$ cat config.mk
export PLATFORM = sky130hd
export DESIGN_NAME = idea_out_xform
export DESIGN_NICKNAME = d
export VERILOG_FILES = /design/src/idea_pkg.sv /design/src/idea_out_xform.sv
export SDC_FILE = /design/constraint.sdc
export NUM_CORES = 2
export LEC_CHECK = 0
export ABC_AREA = 1
export BUFFER_PORTS_ARGS = -buffer_cell sky130_fd_sc_hd__buf_2
export CAP_MARGIN = 10
export CORE_ASPECT_RATIO = 1.2
export CORE_MARGIN = 8
export CORE_UTILIZATION = 50
export CTS_CLUSTER_SIZE = 16
export DETAILED_ROUTE_END_ITERATION = 12
export GPL_TIMING_DRIVEN = 0
export PLACE_DENSITY = 0.68
export SYNTH_ARGS = -nofsm -noshare
export SYNTH_HDL_FRONTEND = slang
export SYNTH_SLANG_ARGS = --single-unit
$ cat constraint.sdc
create_clock -name clock -period 6.7 [get_ports clock]
set_clock_uncertainty 0.2 [all_clocks]
set_input_delay 0.67 -clock clock [delete_from_list [all_inputs] [get_ports clock]]
set_output_delay 0.67 -clock clock [all_outputs]
set_load 0.005 [all_outputs]
$ cat src/idea_pkg.sv
// ----------------------------------------------------------------------------
// IDEA encryption package
// Shared types, sizes and arithmetic helpers for the pipelined cipher.
// ----------------------------------------------------------------------------
package idea_pkg;

   localparam int ROUND_COUNT  = 8;
   localparam int SUBKEY_DEPTH = 6 * ROUND_COUNT + 4;
   localparam int KEY_ROTATE   = 25;

   localparam logic [1:0] CSR_KEY_HIGH = 2'd0;
   localparam logic [1:0] CSR_KEY_LOW  = 2'd1;

   typedef struct packed {
      logic [15:0] x1;
      logic [15:0] x2;
      logic [15:0] x3;
      logic [15:0] x4;
   } blk_type;

   // Subkey n: key rotated left by 25 bits per group of eight, word n%8 from the top.
   function automatic logic [15:0] subkey(input logic [127:0] key, input int n);
      logic [255:0] dbl;
      logic [127:0] rot;
      int           sh;
      int           w;
      sh  = (KEY_ROTATE * (n / 8)) % 128;
      dbl = {key, key} << sh;
      rot = dbl[255:128];
      w   = n % 8;
      return rot[(127 - 16 * w) -: 16];
   endfunction

   // Reduce a registered 16x16 product modulo 65537, zero standing for 65536.
   function automatic logic [15:0] mul_reduce(input logic [15:0] a, input logic [15:0] b,
                                              input logic [31:0] p);
      logic [15:0] lo;
      logic [15:0] hi;
      logic [15:0] r;
      lo = p[15:0];
      hi = p[31:16];
      if (a == 16'd0) begin
         r = 16'd1 - b;
      end else if (b == 16'd0) begin
         r = 16'd1 - a;
      end else begin
         r = lo - hi + {15'd0, (lo < hi)};
      end
      return r;
   endfunction

endpackage

$ cat src/idea_out_xform.sv
// ----------------------------------------------------------------------------
// IDEA output transform
// Final key mixing in two stages; emits words in x1,x3,x2,x4 order.
// ----------------------------------------------------------------------------
module idea_out_xform
   import idea_pkg::*;
(
   input  logic             clock,
   input  logic             reset,
   input  logic             enable,
   input  logic             in_valid,
   input  blk_type          in_blk,
   input  logic [3:0][15:0] keys,
   output logic             out_valid,
   output logic [63:0]      out_data
);

   logic [1:0]  valid_ff;
   logic [15:0] a1_ff, b1_ff, a4_ff, b4_ff, s3_ff, s2_ff;
   logic [31:0] p1_ff, p4_ff;
   logic [63:0] data_ff;

   always_ff @(posedge clock) begin
      if (reset) begin
         valid_ff <= '0;
      end else if (enable) begin
         valid_ff <= {valid_ff[0], in_valid};
      end
   end

   always_ff @(posedge clock) begin
      if (enable) begin
         a1_ff   <= in_blk.x1;
         b1_ff   <= keys[0];
         p1_ff   <= in_blk.x1 * keys[0];
         a4_ff   <= in_blk.x4;
         b4_ff   <= keys[3];
         p4_ff   <= in_blk.x4 * keys[3];
         s3_ff   <= in_blk.x3 + keys[1];
         s2_ff   <= in_blk.x2 + keys[2];
         data_ff <= {mul_reduce(a1_ff, b1_ff, p1_ff), s3_ff, s2_ff,
                     mul_reduce(a4_ff, b4_ff, p4_ff)};
      end
   end

   assign out_valid = valid_ff[1];
   assign out_data  = data_ff;

endmodule
==> impl_summary.md <==
Outcome
The run finished with clean final reports.

STA
The max-slew violation count is 0. The final-layout setup total negative slack is 0 ns. The slew at the pin with the worst max-slew slack is 0.893 ns. Setup violations remaining at the end of the flow were counted as 0. The achievable frequency is 0.152 GHz. Setup repair after global routing left no endpoint under its margin.

The shortest clock period the worst path allows after layout is 6.58 ns. Headroom to the max-slew limit came out at 40.5%. The worst path uses 98.2% of the clock period. The final hold violation count came to 0.

Logic synthesis
Counting flops with an async set or reset pin after synthesis yields a share of 0%. The cell taking the most area after synthesis is sky130_fd_sc_hd__fa_1. The share of synthesized area occupied by flip-flops and latches is 21.6%. The number of instances in the synthesized netlist is 3921. The number of flops mapped to enable cells by yosys is 224. By count the netlist is led by sky130_fd_sc_hd__nand2_1 (1023), sky130_fd_sc_hd__inv_1 (1000), sky130_fd_sc_hd__fa_1 (406).

In the synthesized netlist the dominant register cell turns out to be sky130_fd_sc_hd__edfxtp_1. In this run the mean area of a mapped cell was 8.00 sq um. The number of nets handed over by synthesis was 4763. The area share of the leading cell type in the synthesized netlist is 25.9%. Ranked by total cell area, the synthesized netlist is headed by sky130_fd_sc_hd__fa_1 (26%), sky130_fd_sc_hd__edfxtp_1 (21%), sky130_fd_sc_hd__nand2_1 (12%). In this run, synthesis produced a sequential element count of 226.

The most common cell in the synthesized netlist is sky130_fd_sc_hd__nand2_1. During synthesis, Yosys emitted a total of 0 warnings. After synthesis the cells add up to 31400 sq um. The number of distinct library cell variants in the gate-level netlist after synthesis is 41.

Clock network
The clock latency on the worst-skew pair is 0.60 ns. The CTS H-tree depth is 1. TritonCTS built the clock tree. The CTS buffer count is 28. The register clock-pin slew on the reported worst setup and hold paths is 0.07 ns.

The maximum root-to-sink buffer count is 3. The tree is rooted in a sky130_fd_sc_hd__clkbuf_16. The clock net sink count is 226. Post-CTS timing repair inserted 0 buffers for setup.

Setup path
The endpoint identified for the worst register-to-register timing path is out_data[10]. The data required time at the worst endpoint is 6.84 ns. Among all stages on the critical path, the largest delay is contributed by sky130_fd_sc_hd__fa_1. The kind of cell adding the most delay to the critical path is adder cells. By startpoint and endpoint, the worst setup path is classified as input port to register.

The worst-case reg-to-reg path depth is 21. The worst setup path startpoint is in_blk[9]. Of all nets on the critical path, the largest fanout is 10.

The worst register-to-register path begins at p4_ff[18]. The capturing element type of the critical path is a register. The combined buffer and inverter count along the critical path is 7. STA puts the critical path data arrival time at 6.72 ns. In this run the number of cells on the critical path is 21. The signal on the critical path passes through buf_2, clkbuf_1, clkbuf_2, nand2_1, fa_1, fa_1, inv_1, fa_1, fa_1, fa_1, inv_1, fa_1, inv_1, ha_1, nand2_1, nor2_1, inv_1, nor3_1, nand4_1, nand4_1, nand2_1. The endpoint of the most critical setup path is p4_ff[24]. The maximum single-stage delay on the critical path is 0.66 ns. The library cell appearing most often on the critical path is sky130_fd_sc_hd__fa_1. The reg-to-reg setup timing slack is 2.82 ns. STA classifies the critical path startpoint as an input port.

Place
Detailed placement finished with a half-perimeter wire length of 74800 um. The post-detailed-placement cell area is 33400 sq um. The count of buffers inserted at the top-level ports is 196. At the end of routability-driven placement, the weighted congestion stood at 0.982.

Global route
In the global route stage, overall resource usage came out at 25.3%. The number of global-route vias before repair is 26.5k. The initial antenna violation count is 1. The global route total overflow is 0. The maximum number of pins on one net before global-route repair is 120. The first-pass GRT wire length is 141000 um.

Floorplan
The total die area is 71000 sq um. The die span in x is 245 um. After floorplanning, the core was sized to cover 62100 sq um. The floorplan die height is 290 um.

During I/O placement, the number of pins put on the boundary was 197. The number of placement rows is 100. The starting density of the core is 50.6%.

Routing
After the first detailed-routing iteration, the DRC count stood at 1627. After detailed routing, the average wire length per cell comes to 18.0 um. The routed design has 89600 um of wire. The length of the first detailed-routing pass in iterations is 7. After detailed routing, the number of vias per cell comes to 5.15.

After detailed routing, the number of remaining DRC violations is 0. Summing over every cut layer, the via total after detailed routing is 25.7k. The count of nets left with antenna violations once routing finished came out at 0.

Flow run
Across the run, the number of max-cap violations was 0.

Finish
After routing the design area is 34400 sq um. Cells fill 55.4% of the core in the end. The number of diodes is 0. From synthesis to final layout, the design area changed by 9.62%. The filler cells instantiated in the layout total 5927. At the end of the flow, the number of nets in the layout was 4986. The share of final-layout standard cells stronger than drive strength 1 is 7.71%.

Min path
The tightest min-delay check is of the input port to register type. Counting instances, the worst hold path has a depth of 1.
==> stage by stage <==
stage,setup slack (ns),cells,hold WS (ns)
floorplan,0.733,3921,0.200
global placement,-0.614,4933,0.201
detailed placement,-0.603,4934,0.205
CTS,0.0426,4985,0.0120
global route,0.00246,4981,0.0378
finish,0.119,4981,0.0610
==> worst min-delay path by stage <==
stage / from / to / slack, ns
4_1_cts: in_blk[51] / a1_ff[3] / 0.01
5_1_grt: in_blk[50] / a1_ff[2] / 0.04
3_3_place_gp: s3_ff[2] / out_data[34] / 0.20
6_report: in_blk[51] / a1_ff[3] / 0.06
3_5_place_dp: s2_ff[8] / out_data[24] / 0.20
2_1_floorplan: s2_ff[0] / out_data[16] / 0.20
==> final cells by class <==
type | count | area, sq um | area share, %
plain buffers | 132 | 594 | 1.73
clock buffers | 32 | 716 | 2.08
clock inverters | 19 | 213 | 0.619
inverters | 1004 | 3770 | 11.0
multi-input cells | 2555 | 20300 | 59.0
flip-flops and latches | 226 | 6770 | 19.7
well taps | 816 | 1020 | 2.97
repair buffers | 197 | 1020 | 2.96
==> layer usage <==
layer | track usage (%) | vias up | share of wire, %
met2 | 45.2 | 923 | 51
li1 | - | 12228 | -
met1 | 28.4 | 12208 | 36
met4 | 15.1 | 0 | 6.8
met3 | 3.29 | 302 | 6.2
met5 | 0 | - | 0
==> repair_timing <==
action                                  CTS  global route
endpoints found under the setup margin    0            33
hold buffers                              0             0
resized for setup                         0           104
==> cells in the final DEF, fill, tap and decap left out, drive strengths merged, types with 18 or more instances in the layout <==
cell,instances
fa,406
ha,304
xnor2,18
buf,203
a21oi,137
nand2,1025
o21bai,21
clkbuf,158
edfxtp,224
xor2,83
inv,1007
o21ai,86
nand3,163
nand4,30
nor3,26
nor2,207
==> state kept, by name, summed over array words and instances (netlist names) <==
signal    flops
out_data     64
s2_ff        16
p1_ff        32
valid_ff      2
s3_ff        16
a4_ff        16
b1_ff        16
p4_ff        32
b4_ff        16
a1_ff        16
==> cell families (layout without fill, tap and decap cells) <==
family          count (synthesis)  in the layout  synth area share [%]
buf+inv                      1140           1384                  13.8
xor+xnor                      101            101                  2.82
flops                         226            226                  21.6
compound gates                272            272                  4.77
fa+ha+maj                     710            710                  38.0
simple gates                 1472           1472                  19.0
Power is not shown: default switching activity piles up to over one toggle a cycle in this logic, so the estimate is an artifact.
