`src/idea_pkg.sv`:
```
// ----------------------------------------------------------------------------
// IDEA encryption package
// Shared types, sizes and arithmetic helpers for the pipelined cipher.
// ----------------------------------------------------------------------------
package idea_pkg;

   localparam int ROUND_COUNT  = 8;
   localparam int SUBKEY_DEPTH = 6 * ROUND_COUNT + 4;
   localparam int KEY_ROTATE   = 25;

   localparam logic [1:0] CSR_KEY_HIGH = 2'd0;
   localparam logic [1:0] CSR_KEY_LOW  = 2'd1;

   typedef struct packed {
      logic [15:0] x1;
      logic [15:0] x2;
      logic [15:0] x3;
      logic [15:0] x4;
   } blk_type;

   // Subkey n: key rotated left by 25 bits per group of eight, word n%8 from the top.
   function automatic logic [15:0] subkey(input logic [127:0] key, input int n);
      logic [255:0] dbl;
      logic [127:0] rot;
      int           sh;
      int           w;
      sh  = (KEY_ROTATE * (n / 8)) % 128;
      dbl = {key, key} << sh;
      rot = dbl[255:128];
      w   = n % 8;
      return rot[(127 - 16 * w) -: 16];
   endfunction

   // Reduce a registered 16x16 product modulo 65537, zero standing for 65536.
   function automatic logic [15:0] mul_reduce(input logic [15:0] a, input logic [15:0] b,
                                              input logic [31:0] p);
      logic [15:0] lo;
      logic [15:0] hi;
      logic [15:0] r;
      lo = p[15:0];
      hi = p[31:16];
      if (a == 16'd0) begin
         r = 16'd1 - b;
      end else if (b == 16'd0) begin
         r = 16'd1 - a;
      end else begin
         r = lo - hi + {15'd0, (lo < hi)};
      end
      return r;
   endfunction

endpackage

```
`src/idea_round.sv`:
```
// ----------------------------------------------------------------------------
// IDEA round
// One full round in four register stages; A multiplies twice, B and C once.
// ----------------------------------------------------------------------------
module idea_round
   import idea_pkg::*;
(
   input  logic             clock,
   input  logic             reset,
   input  logic             enable,
   input  logic             in_valid,
   input  blk_type          in_blk,
   input  logic [5:0][15:0] keys,
   output logic             out_valid,
   output blk_type          out_blk
);

   logic [3:0]  valid_ff;
   // stage A
   logic [15:0] a1_ff, b1_ff, a4_ff, b4_ff, s2a_ff, s3a_ff;
   logic [31:0] p1_ff, p4_ff;
   // stage B
   logic [15:0] m1b_ff, m4b_ff, s2b_ff, s3b_ff, ub_ff, ta_ff, tb_ff;
   logic [31:0] tp_ff;
   // stage C
   logic [15:0] m1c_ff, m4c_ff, s2c_ff, s3c_ff, y3c_ff, va_ff, vb_ff;
   logic [31:0] vp_ff;
   blk_type     out_ff;

   logic [15:0] m1_in, m4_in, t_in, u_in, y3_in, v_in, y2_in, z3_in;

   always_comb begin
      m1_in = mul_reduce(a1_ff, b1_ff, p1_ff);
      m4_in = mul_reduce(a4_ff, b4_ff, p4_ff);
      t_in  = m1_in ^ s3a_ff;
      u_in  = s2a_ff ^ m4_in;
      y3_in = mul_reduce(ta_ff, tb_ff, tp_ff);
      v_in  = ub_ff + y3_in;
      y2_in = mul_reduce(va_ff, vb_ff, vp_ff);
      z3_in = y3c_ff + y2_in;
   end

   always_ff @(posedge clock) begin
      if (reset) begin
         valid_ff <= '0;
      end else if (enable) begin
         valid_ff <= {valid_ff[2:0], in_valid};
      end
   end

   always_ff @(posedge clock) begin
      if (enable) begin
         a1_ff  <= in_blk.x1;
         b1_ff  <= keys[0];
         p1_ff  <= in_blk.x1 * keys[0];
         a4_ff  <= in_blk.x4;
         b4_ff  <= keys[3];
         p4_ff  <= in_blk.x4 * keys[3];
         s2a_ff <= in_blk.x2 + keys[1];
         s3a_ff <= in_blk.x3 + keys[2];

         m1b_ff <= m1_in;
         m4b_ff <= m4_in;
         s2b_ff <= s2a_ff;
         s3b_ff <= s3a_ff;
         ub_ff  <= u_in;
         ta_ff  <= t_in;
         tb_ff  <= keys[4];
         tp_ff  <= t_in * keys[4];

         m1c_ff <= m1b_ff;
         m4c_ff <= m4b_ff;
         s2c_ff <= s2b_ff;
         s3c_ff <= s3b_ff;
         y3c_ff <= y3_in;
         va_ff  <= v_in;
         vb_ff  <= keys[5];
         vp_ff  <= v_in * keys[5];

         out_ff.x1 <= m1c_ff ^ y2_in;
         out_ff.x4 <= m4c_ff ^ z3_in;
         out_ff.x2 <= y2_in ^ s3c_ff;
         out_ff.x3 <= z3_in ^ s2c_ff;
      end
   end

   assign out_valid = valid_ff[3];
   assign out_blk   = out_ff;

endmodule

```
`config.mk`:
```
export PLATFORM = sky130hd
export DESIGN_NAME = idea_round
export DESIGN_NICKNAME = d
export VERILOG_FILES = /design/src/idea_pkg.sv /design/src/idea_round.sv
export SDC_FILE = /design/constraint.sdc
export NUM_CORES = 2
export LEC_CHECK = 0
export BUFFER_PORTS_ARGS = -buffer_cell sky130_fd_sc_hd__buf_2
export CORE_MARGIN = 3
export CORE_UTILIZATION = 60
export DETAILED_ROUTE_END_ITERATION = 6
export PLACE_DENSITY_LB_ADDON = 0.2
export SLEW_MARGIN = 15
export SYNTH_ARGS = -nofsm -noshare
export SYNTH_HDL_FRONTEND = slang
export SYNTH_SLANG_ARGS = --single-unit
```
`constraint.sdc`:
```
create_clock -name clock -period 12.7 [get_ports clock]
set_input_delay 2.54 -clock clock [delete_from_list [all_inputs] [get_ports clock]]
set_output_delay 2.54 -clock clock [all_outputs]
set_load 0.05 [all_outputs]
```
==> PnR_summary.wiki <==
{| class="wikitable"
! Metric !! Value
|-
| Reg clk slew, reported paths || approximately 60 ps
|-
| Portion of the clock cycle consumed by the worst path in the final layout || 0.9483
|-
| Area fraction of the dominant cell type after synthesis || 0.2691
|-
| FF/Latch Area || 15450 sq um
|-
| Gr usage total || 0.2890
|-
| Placed inst area || about 63000 sq um
|-
| Top cell type by total area after synthesis || sky130_fd_sc_hd__fa_1
|-
| Number of synthesized register bits || 516
|-
| Global-route wire length before repair || approximately 240000 um
|-
| Mean post-synth cell area || between 10 and 15 sq um
|-
| Core area || 99140 sq um
|-
| DIE HEIGHT || 323.3 um
|-
| Count of max-cap constraint violations || 0
|-
| Minimum setup slack in the final design || 656.9 ps
|-
| Slowest stage cell, crit path || sky130_fd_sc_hd__fa_1
|-
| Die width || 323.3 um
|-
| Number of levels in the clock H-tree || 2
|-
| Remaining Overflow, GRT || 0
|-
| Shortest clock period the worst path allows after layout || 12040 ps
|-
| Worst-skew pair later-pin latency || 630 ps
|-
| Router iterations before antenna repair || 5
|-
| Routability congestion estimate from global placement || 0.9358
|-
| Tightest slew margin relative to the limit || 0.2104
|-
| Number of max-slew violations in the final report || 0
|-
| Average vias per placed instance || 5.649
|-
| Fraction of the yosys area taken by sequential cells || 0.2558
|-
| Cell count after placement || 7392
|-
| Most frequently used cell type in the post-synthesis netlist || sky130_fd_sc_hd__inv_1
|-
| FFs w/ async S/R, synth || 0
|-
| Row cnt || 115
|-
| EDFF count, synth || 512
|-
| Crit path arrival time || roughly 12000 ps
|-
| Number of setup buffers added after CTS || 0
|-
| Proportion of layout cells with a drive suffix above 1 || 0.07091
|-
| Endpoints failing setup || 0
|-
| Ports placed on the boundary || 229
|-
| Mapped cell area || 60410 sq um
|-
| Maximum number of pins on one net before global-route repair || 185
|-
| Post-DP HPWL || about 120000 um
|-
| Path type of the worst min-delay path || flip-flop to flip-flop
|-
| Count of distinct cell types in the synthesized netlist || 85
|-
| Number of violations reported at the end of detailed-routing iteration 0 || 3017
|-
| Post-synth top flop || sky130_fd_sc_hd__edfxtp_1
|-
| Relative area change from synthesis to final layout || 7.340%
|-
| Via count of the first global-routing pass || between 40000 and 50000
|-
| Total Nets Final || a little under 8000
|-
| CP Data Required Time || about 13000 ps
|-
| Most used cell along the critical path || sky130_fd_sc_hd__fa_1
|-
| Warning count from the yosys run || 0
|-
| Total Die Area || ~100000 sq um
|-
| Startpoint type of the worst setup path || flip-flop
|-
| Antenna violations before repair || 8
|-
| DR WL/cell || between 15 and 20 um
|-
| Status || finished clean
|-
| Number of filler cells placed in the layout || 7934
|-
| Transition time at the pin with the least slew margin || 1184 ps
|-
| Area of the multi-input gates || 40190 sq um
|-
| Maximum net fanout on the critical path || 6
|-
| Final hold vios || 0
|-
| Setup CP Type || flip-flop to flip-flop
|-
| Cell count after synthesis || 5998
|-
| Number of remaining DRC errors || 0
|-
| Maximum buffer depth of the clock tree || 3
|-
| Hold-fix buffers at CTS || 0
|-
| Post-synth net total || roughly 7600
|-
| Remaining antenna violation count || 0
|-
| Setup Slack @ Placement || 31.97 ps
|-
| Upper clock frequency limit || 0.08304 GHz
|-
| Leading post-synthesis cells by cell area || sky130_fd_sc_hd__fa_1, sky130_fd_sc_hd__edfxtp_1, sky130_fd_sc_hd__ha_1
|-
| Endpoint type of the worst setup path || flip-flop
|-
| Clock tree root buffer cell || sky130_fd_sc_hd__clkbuf_16
|-
| Final Skew || 19.61 ps
|-
| Total of buffers placed on input and output ports || 228
|-
| Leading cell types by count after synthesis || sky130_fd_sc_hd__inv_1, sky130_fd_sc_hd__fa_1, sky130_fd_sc_hd__nand2_1
|-
| Number of standard cells in the final layout excluding fillers || between 7000 and 8000
|-
| Total number of vias || 42330
|-
| # clock sinks || just over 500
|-
| Effective utilization at floorplan || 0.6094
|-
| Peak per-stage delay on the critical path || 540 ps
|-
| CTS buffer count || 55
|-
| Detailed Route WL || 146700 um
|-
| Finished Cell Area || roughly 65000 sq um
|-
| Clock tree from TritonCTS || done
|}
[cell usage in the layout (no fill, tap or decap), drive strengths merged, types with 9 or more instances in the layout]
| cell type | n |
|---|---|
| inv | 1123 |
| fa | 812 |
| nand2 | 758 |
| ha | 609 |
| edfxtp | 512 |
| and2 | 414 |
| buf | 275 |
| xnor2 | 222 |
| a21oi | 221 |
| nor2 | 206 |
| xor2 | 161 |
| o21ai | 122 |
| nor3 | 79 |
| clkbuf | 69 |
| a21o | 57 |
| nand2b | 50 |
| nand3 | 50 |
| nor2b | 42 |
| o21bai | 36 |
| or3 | 34 |
| o21a | 29 |
| a211oi | 26 |
| a31oi | 23 |
| nor4 | 22 |
| or4 | 18 |
| o211ai | 16 |
| and3 | 16 |
| clkinv | 16 |
| mux2 | 14 |
| o31ai | 11 |
| mux2i | 11 |
| a21boi | 9 |
| o41ai | 9 |
[state kept, by name (all words and copies together), names as in the netlist, 32 cells and up]
register  cells
vp_ff        32
out_blk      64
p4_ff        32
tp_ff        32
p1_ff        32
[per-stage QoR]
stage	setup TNS (ps)	hold WS (ps)	util
2_1_floorplan	0	400.3	-
3_3_place_gp	0	400.9	0.6342
3_5_place_dp	0	404.5	0.6342
4_1_cts	0	411.0	0.6531
5_1_grt	-54.57	422.7	0.6541
6_report	0	410.2	0.6541
[cell type report]
type / count / share of cell area
inverters: 1118 / 0.06472
well taps: 1287 / 0.02483
diodes: 1 / 0.00003859
clock buffers: 69 / 0.02250
clock inverters: 31 / 0.006329
multi-input cells: 4196 / 0.6199
flip-flops and latches: 516 / 0.2383
repair buffers: 275 / 0.02339
[critical path: cells and delay by family, from the launching register on]
kind / cells / cell delay [ps]
xor gates and xnor gates: 1 / 100
and+or+nand+nor: 10 / 1540
AOI/OAI and AO/OA: 19 / 4020
DFF: 1 / 370
buffers and inverters: 7 / 510
adders and majority gates: 13 / 5240
[cells by family (layout without fill, tap and decap cells)]
family / count (synthesis) / in the layout / synth area share
multiplexers: 25 / 25 / 0.004432
other: 0 / 1 / 0
AND/OR/NAND/NOR: 1729 / 1729 / 0.1385
AO/OA/AOI/OAI: 635 / 635 / 0.06669
flip-flops: 516 / 516 / 0.2558
XOR/XNOR: 386 / 386 / 0.05793
buffers and inverters: 1286 / 1493 / 0.08138
adder cells (fa/ha/maj): 1421 / 1421 / 0.3952
[path summary, 6_finish.rpt]
check / startpoint / to / slack [ps] / cells past startpoint
worst max-delay path: tp_ff[2] / vp_ff[29] / 660 / 50
worst min register to register: m4b_ff[10] / m4c_ff[10] / 410 / 0
worst min-delay path: m4b_ff[10] / m4c_ff[10] / 410 / 0
worst max register to register: tp_ff[2] / vp_ff[29] / 660 / 50
[per-layer routing]
metal | track usage | vias to the layer above | part of all wire
li1 | - | 19440 | -
met1 | 0.4000 | 21160 | 0.42
met2 | 0.4695 | 1419 | 0.47
met3 | 0.04924 | 297 | 0.075
met4 | 0.09065 | 6 | 0.033
met5 | 0 | - | 0.00027
[timing repair]
item | in CTS | in global routing
gates cloned | 0 | 0
endpoints found under the setup margin | 1 | 7
resized for setup | 1 | 20
pin swaps | 0 | 2
Power is left out: the tool's default activity adds up to more than one toggle a clock period on the data nets, which glitch-free logic cannot reach.
